## config.mk

```make
export PLATFORM = sky130hd
export DESIGN_NAME = hall_sensor_position_decoder_core_flat
export DESIGN_NICKNAME = d
export VERILOG_FILES = /design/src/hdl/hsd_pkg.sv /design/src/hdl/hsd_in_if.sv /design/src/hdl/hsd_out_if.sv /design/src/hdl/hall_sensor_position_decoder_core.sv /design/src/flat_wrapper.sv
export VERILOG_INCLUDE_DIRS = /design/src /design/src/hdl
export SDC_FILE = /design/constraint.sdc
export NUM_CORES = 2
export LEC_CHECK = 0
export ABC_AREA = 1
export BUFFER_PORTS_ARGS = -buffer_cell sky130_fd_sc_hd__buf_2
export CAP_MARGIN = 10
export CORE_ASPECT_RATIO = 1.75
export CORE_MARGIN = 3
export CORE_UTILIZATION = 54
export DETAILED_ROUTE_END_ITERATION = 7
export GPL_TIMING_DRIVEN = 0
export PLACE_DENSITY = 0.85
export SETUP_SLACK_MARGIN = 0.3
export SYNTH_ARGS = -nofsm -noshare
export SYNTH_HDL_FRONTEND = slang
export SYNTH_SLANG_ARGS = --single-unit
export TNS_END_PERCENT = 20
```

## constraint.sdc

```tcl
create_clock -name i_clk -period 7 [get_ports i_clk]
set_clock_uncertainty 0.05 [all_clocks]
set_input_delay 1.4 -clock i_clk [delete_from_list [all_inputs] [get_ports i_clk]]
set_output_delay 1.4 -clock i_clk [all_outputs]
set_load 0.05 [all_outputs]
```

## src/hdl/assert_macros.svh

```systemverilog
// Concurrent assertion helpers, compiled out for synthesis.
`ifndef ASSERT_MACROS_SVH
`define ASSERT_MACROS_SVH

`ifndef SYNTHESIS

// Same-cycle implication.
`define ASSERT_IMPL(label, clk, rst_n, ante, cons) \
    label: assert property (@(posedge clk) disable iff (!rst_n) (ante) |-> (cons)) \
        else $error("hsd assertion failed: same-cycle implication");

// Next-cycle implication.
`define ASSERT_NEXT(label, clk, rst_n, ante, cons) \
    label: assert property (@(posedge clk) disable iff (!rst_n) (ante) |=> (cons)) \
        else $error("hsd assertion failed: next-cycle implication");

`else

`define ASSERT_IMPL(label, clk, rst_n, ante, cons)
`define ASSERT_NEXT(label, clk, rst_n, ante, cons)

`endif

`endif

```

## src/hdl/hsd_pkg.sv

```systemverilog
package hsd_pkg;

    localparam int CFG_W     = 7;
    localparam int TIME_W    = 32;
    localparam int ROT_W     = 32;
    localparam int SECTOR_W  = 4;
    localparam int DIR_W     = 2;
    localparam int ANGLE_W   = 35;
    localparam int VEL_W     = 27;
    localparam int SIXPP_W   = 10;                 // 6 * 127 fits
    localparam int DEN_W     = SIXPP_W + TIME_W;   // 6 * pp * period
    localparam int K_W       = 39;                 // 2*pi*1e6 in Q16.16
    localparam int REM_W     = DEN_W + 1;
    localparam int CNT_W     = 6;

    localparam logic [CFG_W-1:0] PP_RESET  = 7'd7;
    localparam logic [K_W-1:0]   VEL_K     = 39'd411774832291;
    localparam logic [K_W-1:0]   VEL_LIMIT = 39'd65536000;

    localparam logic signed [DIR_W-1:0] DIR_NONE = 2'sd0;
    localparam logic signed [DIR_W-1:0] DIR_CW   = 2'sd1;
    localparam logic signed [DIR_W-1:0] DIR_CCW  = -2'sd1;

    localparam logic signed [SECTOR_W-1:0] SECTOR_BAD = -4'sd1;

    typedef enum logic [4:0] {
        S_IDLE = 5'b00001,
        S_UPD  = 5'b00010,
        S_MUL  = 5'b00100,
        S_DIV  = 5'b01000,
        S_DONE = 5'b10000
    } t_state;

    function automatic logic signed [SECTOR_W-1:0] sector_of(input logic [2:0] code);
        logic signed [SECTOR_W-1:0] s;
        case (code)
            3'd1:    s = 4'sd0;
            3'd2:    s = 4'sd4;
            3'd3:    s = 4'sd5;
            3'd4:    s = 4'sd2;
            3'd5:    s = 4'sd1;
            3'd6:    s = 4'sd3;
            default: s = SECTOR_BAD;
        endcase
        return s;
    endfunction

endpackage

```

## src/hdl/hsd_in_if.sv

```systemverilog
interface hsd_in_if;
    logic                            valid;
    logic                            ready;
    logic                            hall_a;
    logic                            hall_b;
    logic                            hall_c;
    logic [hsd_pkg::TIME_W-1:0]      time_us;

    modport source (output valid, hall_a, hall_b, hall_c, time_us, input ready);
    modport sink   (input valid, hall_a, hall_b, hall_c, time_us, output ready);
endinterface

```

## src/hdl/hsd_out_if.sv

```systemverilog
interface hsd_out_if;
    logic                                  valid;
    logic                                  ready;
    logic signed [hsd_pkg::SECTOR_W-1:0]   sector;
    logic signed [hsd_pkg::DIR_W-1:0]      turn_direction;
    logic signed [hsd_pkg::ROT_W-1:0]      rotations;
    logic signed [hsd_pkg::ANGLE_W-1:0]    angle_count;
    logic        [hsd_pkg::TIME_W-1:0]     period_us;
    logic signed [hsd_pkg::VEL_W-1:0]      velocity;
    logic                                  changed;

    modport source (output valid, sector, turn_direction, rotations, angle_count,
                    period_us, velocity, changed, input ready);
    modport sink   (input valid, sector, turn_direction, rotations, angle_count,
                    period_us, velocity, changed, output ready);
endinterface

```

## src/hdl/hall_sensor_position_decoder_core.sv

```systemverilog
// Hall sensor position decoder. Each input beat carries the three hall levels
// (A weight 4, B weight 2, C weight 1) and a free-running microsecond stamp; each
// beat yields exactly one output beat with sector, direction, rotation count,
// angle count (rotations*6 + sector), the last edge period and a signed Q16.16
// velocity in rad/s. A hall code change moves the position and stamps the edge;
// an unchanged code leaves the state alone but the velocity is still checked
// for staleness against the new stamp. Each beat goes from acceptance to the
// output register through the update step, the denominator multiply, 39 steps
// of a restoring divider and the result step, or skips the divider when the
// velocity is forced to zero (zero or stale period, unknown direction, zero pole
// pairs). The input is taken again in the idle cycle that follows, so a new beat
// is taken only after the last one has left the result step; a finished beat
// waits in the output register meanwhile, so the next item can be accepted while
// it is unread, and only a second finished beat holds the sequencer in its result
// step. The pole pair count, written through i_cfg_we / i_cfg_wdata, resets to 7;
// the user must write it while the block is idle; the block does not enforce it.
`include "assert_macros.svh"

module hall_sensor_position_decoder_core (
    input  logic                           i_clk,
    input  logic                           i_rst_n,
    input  logic                           i_cfg_we,
    input  logic [hsd_pkg::CFG_W-1:0]      i_cfg_wdata,
    hsd_in_if.sink                         i_in,
    hsd_out_if.source                      o_out
);

    // sequencer
    hsd_pkg::t_state r_state, n_state;

    // config
    logic [hsd_pkg::CFG_W-1:0] r_pp;

    // captured input beat
    logic [2:0]                    r_in_code;
    logic [hsd_pkg::TIME_W-1:0]    r_in_time;

    // decoder state
    logic [2:0]                              r_code;
    logic signed [hsd_pkg::SECTOR_W-1:0]     r_sector;
    logic [hsd_pkg::ROT_W-1:0]               r_rot;
    logic signed [hsd_pkg::DIR_W-1:0]        r_dir;
    logic [hsd_pkg::TIME_W-1:0]              r_edge_time;
    logic [hsd_pkg::TIME_W-1:0]              r_period;
    logic                                    r_changed;

    // divider
    logic [hsd_pkg::DEN_W-1:0]   r_den;
    logic [hsd_pkg::REM_W-1:0]   r_rem;
    logic [hsd_pkg::K_W-1:0]     r_quo;
    logic [hsd_pkg::CNT_W-1:0]   r_cnt;
    logic                        r_zero;

    // output register
    logic                                    r_out_valid;
    logic signed [hsd_pkg::SECTOR_W-1:0]     r_out_sector;
    logic signed [hsd_pkg::DIR_W-1:0]        r_out_dir;
    logic [hsd_pkg::ROT_W-1:0]               r_out_rot;
    logic [hsd_pkg::ANGLE_W-1:0]             r_out_angle;
    logic [hsd_pkg::TIME_W-1:0]              r_out_period;
    logic [hsd_pkg::VEL_W-1:0]               r_out_vel;
    logic                                    r_out_changed;

    logic in_fire;
    logic out_free;

    // update-step logic
    logic signed [hsd_pkg::SECTOR_W-1:0]   upd_sector;
    logic signed [hsd_pkg::SECTOR_W:0]     upd_delta;
    logic signed [hsd_pkg::DIR_W-1:0]      upd_dir;
    logic [hsd_pkg::ROT_W-1:0]             upd_rot;

    // multiply-step logic
    logic [hsd_pkg::SIXPP_W-1:0]   six_pp;
    logic [hsd_pkg::DEN_W-1:0]     den_c;
    logic [hsd_pkg::TIME_W-1:0]    elapsed;
    logic                          zero_c;

    // divide-step logic
    logic [hsd_pkg::REM_W-1:0]     rem_sh;
    logic                          q_bit;

    // result logic
    logic [hsd_pkg::ANGLE_W-1:0]   rot_x;
    logic [hsd_pkg::ANGLE_W-1:0]   angle_c;
    logic [hsd_pkg::VEL_W-1:0]     vel_c;

    assign in_fire     = i_in.valid && i_in.ready;
    assign out_free    = !r_out_valid || o_out.ready;
    assign i_in.ready  = (r_state == hsd_pkg::S_IDLE);

    // Direction and wrap: a jump of more than 3 sectors crosses the 5/0 boundary.
    assign upd_sector = hsd_pkg::sector_of(r_in_code);
    assign upd_delta  = {upd_sector[hsd_pkg::SECTOR_W-1], upd_sector}
                      - {r_sector[hsd_pkg::SECTOR_W-1], r_sector};

    always_comb begin
        upd_rot = r_rot;
        if (upd_delta > 5'sd3) begin
            upd_dir = hsd_pkg::DIR_CCW;
            upd_rot = r_rot - 32'd1;
        end else if (upd_delta < -5'sd3) begin
            upd_dir = hsd_pkg::DIR_CW;
            upd_rot = r_rot + 32'd1;
        end else if (upd_sector > r_sector) begin
            upd_dir = hsd_pkg::DIR_CW;
        end else begin
            upd_dir = hsd_pkg::DIR_CCW;
        end
    end

    // 6 * pp * period; a zero pole pair count gives a zero divisor.
    assign six_pp  = {1'b0, r_pp, 2'b00} + {2'b00, r_pp, 1'b0};
    assign den_c   = {{hsd_pkg::TIME_W{1'b0}}, six_pp} * {{hsd_pkg::SIXPP_W{1'b0}}, r_period};
    assign elapsed = r_in_time - r_edge_time;
    assign zero_c  = (r_period == '0) || (elapsed > r_period) || (r_pp == '0)
                   || (r_dir == hsd_pkg::DIR_NONE);

    // One restoring division step per cycle; the dividend shifts out of r_quo.
    assign rem_sh = {r_rem[hsd_pkg::REM_W-2:0], r_quo[hsd_pkg::K_W-1]};
    assign q_bit  = (rem_sh >= {1'b0, r_den});

    // angle = rot*6 + sector, in 35-bit two's complement
    assign rot_x   = {{(hsd_pkg::ANGLE_W-hsd_pkg::ROT_W){r_rot[hsd_pkg::ROT_W-1]}}, r_rot};
    assign angle_c = (rot_x << 2) + (rot_x << 1)
                   + {{(hsd_pkg::ANGLE_W-hsd_pkg::SECTOR_W){r_sector[hsd_pkg::SECTOR_W-1]}},
                      r_sector};

    always_comb begin
        if (r_zero || (r_quo > hsd_pkg::VEL_LIMIT)) begin
            vel_c = '0;
        end else if (r_dir == hsd_pkg::DIR_CCW) begin
            vel_c = '0 - r_quo[hsd_pkg::VEL_W-1:0];
        end else begin
            vel_c = r_quo[hsd_pkg::VEL_W-1:0];
        end
    end

    always_comb begin
        n_state = r_state;
        case (r_state)
            hsd_pkg::S_IDLE: begin
                if (in_fire) n_state = hsd_pkg::S_UPD;
            end
            hsd_pkg::S_UPD:  n_state = hsd_pkg::S_MUL;
            hsd_pkg::S_MUL:  n_state = zero_c ? hsd_pkg::S_DONE : hsd_pkg::S_DIV;
            hsd_pkg::S_DIV: begin
                if (r_cnt == hsd_pkg::CNT_W'(1)) n_state = hsd_pkg::S_DONE;
            end
            hsd_pkg::S_DONE: begin
                if (out_free) n_state = hsd_pkg::S_IDLE;
            end
            default:         n_state = hsd_pkg::S_IDLE;
        endcase
    end

    // control state
    always_ff @(posedge i_clk) begin
        if (!i_rst_n) begin
            r_state     <= hsd_pkg::S_IDLE;
            r_pp        <= hsd_pkg::PP_RESET;
            r_code      <= '0;
            r_sector    <= '0;
            r_rot       <= '0;
            r_dir       <= hsd_pkg::DIR_NONE;
            r_edge_time <= '0;
            r_period    <= '0;
            r_out_valid <= 1'b0;
        end else begin
            r_state <= n_state;
            if (i_cfg_we) r_pp <= i_cfg_wdata;
            if (r_state == hsd_pkg::S_UPD && r_in_code != r_code) begin
                r_code      <= r_in_code;
                r_sector    <= upd_sector;
                r_rot       <= upd_rot;
                r_dir       <= upd_dir;
                r_period    <= (upd_dir == r_dir) ? (r_in_time - r_edge_time) : '0;
                r_edge_time <= r_in_time;
            end
            if (r_state == hsd_pkg::S_DONE && out_free) begin
                r_out_valid <= 1'b1;
            end else if (o_out.ready) begin
                r_out_valid <= 1'b0;
            end
        end
    end

    // datapath
    always_ff @(posedge i_clk) begin
        if (in_fire) begin
            r_in_code <= {i_in.hall_a, i_in.hall_b, i_in.hall_c};
            r_in_time <= i_in.time_us;
        end
        if (r_state == hsd_pkg::S_UPD) begin
            r_changed <= (r_in_code != r_code);
        end
        if (r_state == hsd_pkg::S_MUL) begin
            r_den  <= den_c;
            r_rem  <= '0;
            r_quo  <= hsd_pkg::VEL_K;
            r_cnt  <= hsd_pkg::CNT_W'(hsd_pkg::K_W);
            r_zero <= zero_c;
        end
        if (r_state == hsd_pkg::S_DIV) begin
            r_rem <= q_bit ? (rem_sh - {1'b0, r_den}) : rem_sh;
            r_quo <= {r_quo[hsd_pkg::K_W-2:0], q_bit};
            r_cnt <= r_cnt - hsd_pkg::CNT_W'(1);
        end
        if (r_state == hsd_pkg::S_DONE && out_free) begin
            r_out_sector  <= r_sector;
            r_out_dir     <= r_dir;
            r_out_rot     <= r_rot;
            r_out_angle   <= angle_c;
            r_out_period  <= r_period;
            r_out_vel     <= vel_c;
            r_out_changed <= r_changed;
        end
    end

    assign o_out.valid          = r_out_valid;
    assign o_out.sector         = r_out_sector;
    assign o_out.turn_direction = r_out_dir;
    assign o_out.rotations      = r_out_rot;
    assign o_out.angle_count    = r_out_angle;
    assign o_out.period_us      = r_out_period;
    assign o_out.velocity       = r_out_vel;
    assign o_out.changed        = r_out_changed;

    // accepted beat always starts the update step and closes the input
    `ASSERT_NEXT(a_accept_to_upd, i_clk, i_rst_n, in_fire,
                 (r_state == hsd_pkg::S_UPD) && !i_in.ready)
    // a new result only comes out of the result step
    `ASSERT_IMPL(a_out_from_done, i_clk, i_rst_n, $rose(r_out_valid),
                 $past(r_state == hsd_pkg::S_DONE))
    // divider never runs with an exhausted step count
    `ASSERT_IMPL(a_div_count, i_clk, i_rst_n, r_state == hsd_pkg::S_DIV,
                 r_cnt != '0)
    // unknown direction always reports zero speed
    `ASSERT_IMPL(a_vel_dir, i_clk, i_rst_n,
                 r_out_valid && (r_out_dir == hsd_pkg::DIR_NONE), r_out_vel == '0)

endmodule
```

## src/flat_wrapper.sv

```systemverilog
// flat-port wrapper written by rule: the top's interface ports become plain ports
module hall_sensor_position_decoder_core_flat 
  (i_clk, i_rst_n, i_cfg_we, i_cfg_wdata, i_in_valid, i_in_hall_a, i_in_hall_b, i_in_hall_c, i_in_time_us, i_in_ready, o_out_valid, o_out_sector, o_out_turn_direction, o_out_rotations, o_out_angle_count, o_out_period_us, o_out_velocity, o_out_changed, o_out_ready);
  hsd_in_if i_in_i ();
  hsd_out_if o_out_i ();
  input  logic i_clk;
  input  logic i_rst_n;
  input  logic i_cfg_we;
  input  logic [hsd_pkg::CFG_W-1:0] i_cfg_wdata;
  input wire logic [$bits(i_in_i.valid)-1:0] i_in_valid;
  input wire logic [$bits(i_in_i.hall_a)-1:0] i_in_hall_a;
  input wire logic [$bits(i_in_i.hall_b)-1:0] i_in_hall_b;
  input wire logic [$bits(i_in_i.hall_c)-1:0] i_in_hall_c;
  input wire logic [$bits(i_in_i.time_us)-1:0] i_in_time_us;
  output wire logic [$bits(i_in_i.ready)-1:0] i_in_ready;
  output wire logic [$bits(o_out_i.valid)-1:0] o_out_valid;
  output wire logic [$bits(o_out_i.sector)-1:0] o_out_sector;
  output wire logic [$bits(o_out_i.turn_direction)-1:0] o_out_turn_direction;
  output wire logic [$bits(o_out_i.rotations)-1:0] o_out_rotations;
  output wire logic [$bits(o_out_i.angle_count)-1:0] o_out_angle_count;
  output wire logic [$bits(o_out_i.period_us)-1:0] o_out_period_us;
  output wire logic [$bits(o_out_i.velocity)-1:0] o_out_velocity;
  output wire logic [$bits(o_out_i.changed)-1:0] o_out_changed;
  input wire logic [$bits(o_out_i.ready)-1:0] o_out_ready;
  assign i_in_i.valid = i_in_valid;
  assign i_in_i.hall_a = i_in_hall_a;
  assign i_in_i.hall_b = i_in_hall_b;
  assign i_in_i.hall_c = i_in_hall_c;
  assign i_in_i.time_us = i_in_time_us;
  assign i_in_ready = i_in_i.ready;
  assign o_out_valid = o_out_i.valid;
  assign o_out_sector = o_out_i.sector;
  assign o_out_turn_direction = o_out_i.turn_direction;
  assign o_out_rotations = o_out_i.rotations;
  assign o_out_angle_count = o_out_i.angle_count;
  assign o_out_period_us = o_out_i.period_us;
  assign o_out_velocity = o_out_i.velocity;
  assign o_out_changed = o_out_i.changed;
  assign o_out_i.ready = o_out_ready;
  hall_sensor_position_decoder_core u_core (.i_clk(i_clk), .i_rst_n(i_rst_n), .i_cfg_we(i_cfg_we), .i_cfg_wdata(i_cfg_wdata), .i_in(i_in_i), .o_out(o_out_i));
endmodule
```

== Word-level counts from Yosys, hierarchy flattened ==
Index checks and enable logic that the tools add are counted.

* Reductions and logical operators: 17
* $add $sub $neg: 10
* $lt $le $gt $ge: 6
* Multipliers: 1
* Equal/unequal tests: 18
* Multiplexer cells: 22

{| class="wikitable"
|+ Operator list
! operator !! number
|-
| 2-to-1 mux 42 bit || 3
|-
| 2-to-1 mux 32 bit || 3
|-
| 2-to-1 mux 39 bit || 2
|-
| greater-or-equal comparator 43 x 42 -> 1 bit || 1
|-
| multiplier 10 x 32 -> 42 bit || 1
|-
| subtractor 42 bit || 1
|-
| greater-than comparator 39 x 26 -> 1 bit (second input constant) || 1
|-
| adder 34 x 33 -> 35 bit || 1
|-
| adder 35 bit || 1
|-
| adder 32 x 1 -> 32 bit (second input constant) || 1
|-
| greater-than comparator 32 bit || 1
|-
| logical NOT 32 bit || 1
|-
| subtractor 32 x 1 -> 32 bit (second input constant) || 1
|-
| subtractor 32 bit || 1
|-
| 2-to-1 mux 27 bit || 1
|-
| subtractor 1 x 27 -> 27 bit (first input constant) || 1
|-
| one-hot mux 5 bit (5 select lines) || 1
|-
| one-hot mux 4 bit (6 select lines) || 1
|-
| 2-to-1 mux 5 bit || 4
|-
| 2-to-1 mux 6 bit || 2
|-
| adder 9 x 8 -> 10 bit || 1
|-
| == test 3 bit (second input constant) || 3
|-
| logical NOT 7 bit || 1
|-
| == test 3 x 2 -> 1 bit (second input constant) || 2
|-
| 26 further kinds || 38
|}

* Output and inout port bits: 135
* Logic and storage cells: 98
* Input bits: 47
* Bits in registers: 417

== Longest topological paths before layout ==
* Depth after elaboration: 8
* Mapped depth: 35
* Gate-level depth less buffers: 34

== Least setup slack after synthesis ==
OpenSTA, ideal clock, no wires.

* Path type: input-to-reg
* Start: in o_out_ready
* End: reg u_core.r_out_angle, in the netlist u_core.o_out.angle_count[0] (enable)
* Arrival time: 6910 ps
* Setup time: 625 ps
* Path slack: -585 ps
* Stages: 2
* Required time: 6325 ps
* Path buffers: 0
* Cell sequence: nor2_1 nor2_1

* Cells in the longest elaborated chain, start to end: 2

{| class="wikitable"
|+ Ends and longest elaborated chain
! what !! RTL line !! text
|-
| from (decl) || flat_wrapper.sv:24 || <nowiki>input wire logic [$bits(o_out_i.ready)-1:0] o_out_ready;</nowiki>
|-
| logical OR 1 bit || hall_sensor_position_decoder_core.sv:89 || <nowiki>assign out_free = !r_out_valid || o_out.ready;</nowiki>
|-
| logical AND 1 bit || hall_sensor_position_decoder_core.sv:209 || <nowiki>if (r_state == hsd_pkg::S_DONE && out_free) begin</nowiki>
|-
| to (signal assigned) || hall_sensor_position_decoder_core.sv:213 || <nowiki>r_out_angle <= angle_c;</nowiki>
|-
| to (decl) || hall_sensor_position_decoder_core.sv:59 || <nowiki>logic [hsd_pkg::ANGLE_W-1:0] r_out_angle;</nowiki>
|}

No other way between the ends.
A chain may end at the register's enable or synchronous reset.

== Final worst setup path ==
* Start: reg u_core.r_pp[3] in the netlist's numbering
* End: reg u_core.r_den[41] in the netlist's numbering (data pin)

* Cells in the longest elaborated chain, start to end: 2

{| class="wikitable"
|+ Ends and longest elaborated chain
! what !! RTL line !! text
|-
| from (decl) || hall_sensor_position_decoder_core.sv:32 || <nowiki>logic [hsd_pkg::CFG_W-1:0] r_pp;</nowiki>
|-
| from (signal assigned) || hall_sensor_position_decoder_core.sv:161 || <nowiki>r_pp <= hsd_pkg::PP_RESET;</nowiki>
|-
| from (signal assigned) || hall_sensor_position_decoder_core.sv:171 || <nowiki>if (i_cfg_we) r_pp <= i_cfg_wdata;</nowiki>
|-
| adder 9 x 8 -> 10 bit || hall_sensor_position_decoder_core.sv:113 || <nowiki>assign six_pp = {1'b0, r_pp, 2'b00} + {2'b00, r_pp, 1'b0};</nowiki>
|-
| multiplier 10 x 32 -> 42 bit || hall_sensor_position_decoder_core.sv:114 || <nowiki>assign den_c = {{hsd_pkg::TIME_W{1'b0}}, six_pp} * {{hsd_pkg::SIXPP_W{1'b0}}, r_period};</nowiki>
|-
| net u_core.den_c, one bit || hall_sensor_position_decoder_core.sv:75 || <nowiki>logic [hsd_pkg::DEN_W-1:0] den_c;</nowiki>
|-
| to (signal assigned) || hall_sensor_position_decoder_core.sv:198 || <nowiki>r_den <= den_c;</nowiki>
|-
| to (decl) || hall_sensor_position_decoder_core.sv:48 || <nowiki>logic [hsd_pkg::DEN_W-1:0] r_den;</nowiki>
|}

The timed path passes the listed nets, and every way through them passes these cells.

==> metrics.csv <==
metric,value,unit
status,finished clean,
die_area,0.0694,sq mm
yosys.area.top_type_share,25.0,%
startpoint_type,flip-flop,
leakage,19.4,nW
initial_core_util,54.6,%
drive_gt1_share,9.27,%
synth.distinct_cells,55,
grt_pass1_vias,32100,
antenna_found_initial,1,
synth_edf_count,297,
routabilityCongestion,1.02,
seq_area_frac_synth,31.6,%
final_nets,5388,
syn_area_per_cell,7.83,sq um
drt-wirelength-per-cell,19.1,microns
max-slew-margin-rel,28.1,%
fin_crit,6.63,ns
p_sw,1.97,mW
wirelength,110000,microns
power.internal,4.49,mW
clock.fmax,0.151,GHz
power,6.46,mW
synthFlopType,edfxtp_1,
grt_overflow,0,
dp_hpwl,88600,microns
placed_cell_area,0.0379,sq mm
powerDensity,161,mW/mm^2
cts_max_level,2,
slowest_stage,fa_1,
ir_drop,0.226,mV
clkPwrFrac,38.5,%
root_buffer,clkbuf_16,
final_cell_area,0.0402,sq mm
rsz0062_at_grt,yes,
cts_tree,done,
synthesis.nets,5140,
initialDrtViolationCount,2039,
drv_cap,0,
async_reset_ff_share,0,%
clk_path_buf_depth,3,
core_area,0.0655,sq mm
clkTransAtPathRegs,0.07,ns
final-hold-violation-count,0,
required,7.24,ns
pwr-share-comb,19.8,%
switching_share,30.5,%
syn2layout_area_growth,12.4,%
synth_area,0.0357,sq mm
synth_area_leaders,"edfxtp_1 25%, fa_1 14%, nand2_1 12%",
drtAntennaViolNets,0,
remaining_drc_errors,0,
maxSlewViolCount,0,
worst_pin_slew,1.08,ns
yosysWarnings,0,
path_class,reg2reg,
hold_path_class,reg2reg,
crit_arrival,6.87,ns
grt_pass1_wl,168000,microns
dr.pass1.iters,6,
rows,124,
path_buf_inv,10,
fp.dieH,346,microns
crit_fanout,6,
synth_top_cell_by_area,edfxtp_1,
synth_seq_cells,415,
dp.cells,5639,
io_buffers,181,
cpPeakStageDelay,0.54,ns
clock_sinks,415,
grtUsageTotal,30.7,%
viasPerCell,5.55,
clk_latency,0.61,ns
crit_path_end_kind,flip-flop,
grt_max_degree,64,
via_count,31800,
cp_top_family,adder cells,
cp_common_cell,inv_1,
io_pins,182,
die_x,200,microns
final-setup-viol-count,0,
finalNonFillerCells,5728,
netlist_instances,4564,
fin_crit_sh,94.8,%
pwr-share-seq,41.7,%
cts_buffers,41,
metal layers:
layer / global-route usage [%] / wire [microns] / up-vias
met3: 3.48 / 5850 / 507
li1: - / - / 15200
met1: 31.3 / 37100 / 14800
met4: 24.8 / 11100 / 0
met5: 0 / 0 / -
met2: 56.4 / 55500 / 1323
cells by family (layout without fill, tap and decap cells):
group           after synthesis  count (layout)  share of synthesized area [%]
xor+xnor                    115             115                           2.84
other cells                   0               1                              0
buf+inv                     827            1108                           8.93
flops                       415             415                           31.6
mux                           1               1                         0.0280
compound gates              630             630                           9.49
fa+ha+maj                   529             529                           23.7
simple gates               2047            2047                           23.4
worst register-to-register path: cells and delay by family, from the launching register on:
family | cells | cell delay [ns]
adders and majority gates | 7 | 2.93
AOI/OAI and AO/OA | 5 | 1.06
buffers and inverters | 10 | 0.93
and+or+nand+nor | 7 | 0.71
DFF | 1 | 0.36
xor gates and xnor gates | 2 | 0.27
registers in the layout, indices dropped and copies added, names as in the netlist:
name                         count
u_core.r_sector                  4
u_core.o_out.period_us          32
u_core.o_out.turn_direction      2
u_core.o_out.rotations          32
u_core.o_out.valid               1
u_core.r_rot                    32
u_core.r_period                 32
u_core.r_zero                    1
u_core.r_code                    3
u_core.o_out.angle_count        35
u_core.r_rem                    42
u_core.r_den                    41
u_core.o_out.velocity           27
u_core.r_cnt                     6
u_core.o_out.changed             1
u_core.r_in_time                32
u_core.r_edge_time              32
u_core.o_out.sector              3
u_core.r_quo                    39
u_core.r_state                   5
u_core.r_dir                     2
u_core.r_changed                 1
u_core.r_in_code                 3
u_core.r_pp                      7
synthesized netlist by cell type, types with 16 or more instances:
cell / instances
inv_1: 737
o21ai_0: 196
xor2_1: 68
edfxtp_1: 297
nand2_1: 1115
nand3_1: 163
nand4_1: 67
nor2_1: 589
xnor2_1: 46
o21a_1: 16
a21oi_1: 328
o21bai_1: 22
nor3_1: 40
clkbuf_1: 57
ha_1: 282
fa_1: 247
dfxtp_1: 118
nor4_1: 16
power groups by stage:
| stage | registers, mW | logic [mW] | clock network [mW] |
|---|---|---|---|
| finish | 2.70 | 1.28 | 2.49 |
| global route | 2.70 | 1.39 | 2.60 |
| CTS | 2.69 | 1.21 | 2.52 |
| detailed placement | 2.75 | 1.19 | 0 |
| global placement | 2.75 | 1.16 | 0 |
| floorplan | 2.74 | 0.804 | 0 |
worst paths after layout:
| path | startpoint | end | slack (ns) | cells past startpoint |
|---|---|---|---|---|
| hold / removal | u_core.r_period[28]$_SDFFE_PN0P_ | u_core.o_out.period_us[28]$_DFFE_PP_ | 0.39 | 0 |
| setup reg to reg | u_core.r_pp[3]$_SDFFE_PN0P_ | u_core.r_den[41]$_DFFE_PP_ | 0.37 | 31 |
| setup / recovery | u_core.r_pp[3]$_SDFFE_PN0P_ | u_core.r_den[41]$_DFFE_PP_ | 0.37 | 31 |
| hold reg to reg | u_core.r_period[28]$_SDFFE_PN0P_ | u_core.o_out.period_us[28]$_DFFE_PP_ | 0.39 | 0 |
metrics by stage:
stage	hold WS, ns	setup TNS [ns]	setup slack [ns]	util, %
final	0.393	0	0.367	61.3
after global routing	0.402	0	0.125	61.3
after CTS	0.389	0	0.269	60.5
after detailed placement	0.370	-6.78	-0.531	58.0
after global placement	0.365	-262.30	-2.58	57.6
after floorplan	0.350	-20.66	-0.237	-
cell type report:
cell class | count | area (sq um)
fillers | 5720 | 25300
multi-input cells | 3322 | 21800
flip-flops and latches | 415 | 11300
inverters | 744 | 2810
repair buffers | 205 | 1210
clock buffers | 51 | 1140
well taps | 882 | 1100
plain buffers | 83 | 447
clock inverters | 25 | 357
diodes | 1 | 2.50
repair_timing:
item | in CTS | in global routing
hold endpoints to repair | 0 | 0
gates cloned | 0 | 1
resized for setup | 45 | 119
setup endpoints to repair | 29 | 28
hold buffers | 0 | 0
pin swaps | 1 | 14
buffers inserted | 3 | 8
layout by cell type, fill, tap and decap left out, types with 55 or more instances in the layout:
cell	Yosys	routed
a21oi_1	328	310
buf_2	13	190
clkbuf_1	57	55
dfxtp_1	118	116
edfxtp_1	297	297
fa_1	247	246
ha_1	282	268
inv_1	737	732
nand2_1	1115	1099
nand3_1	163	161
nand4_1	67	67
nor2_1	589	575
o21ai_0	196	183
xor2_1	68	67
(Power assumes the default switching activity.)
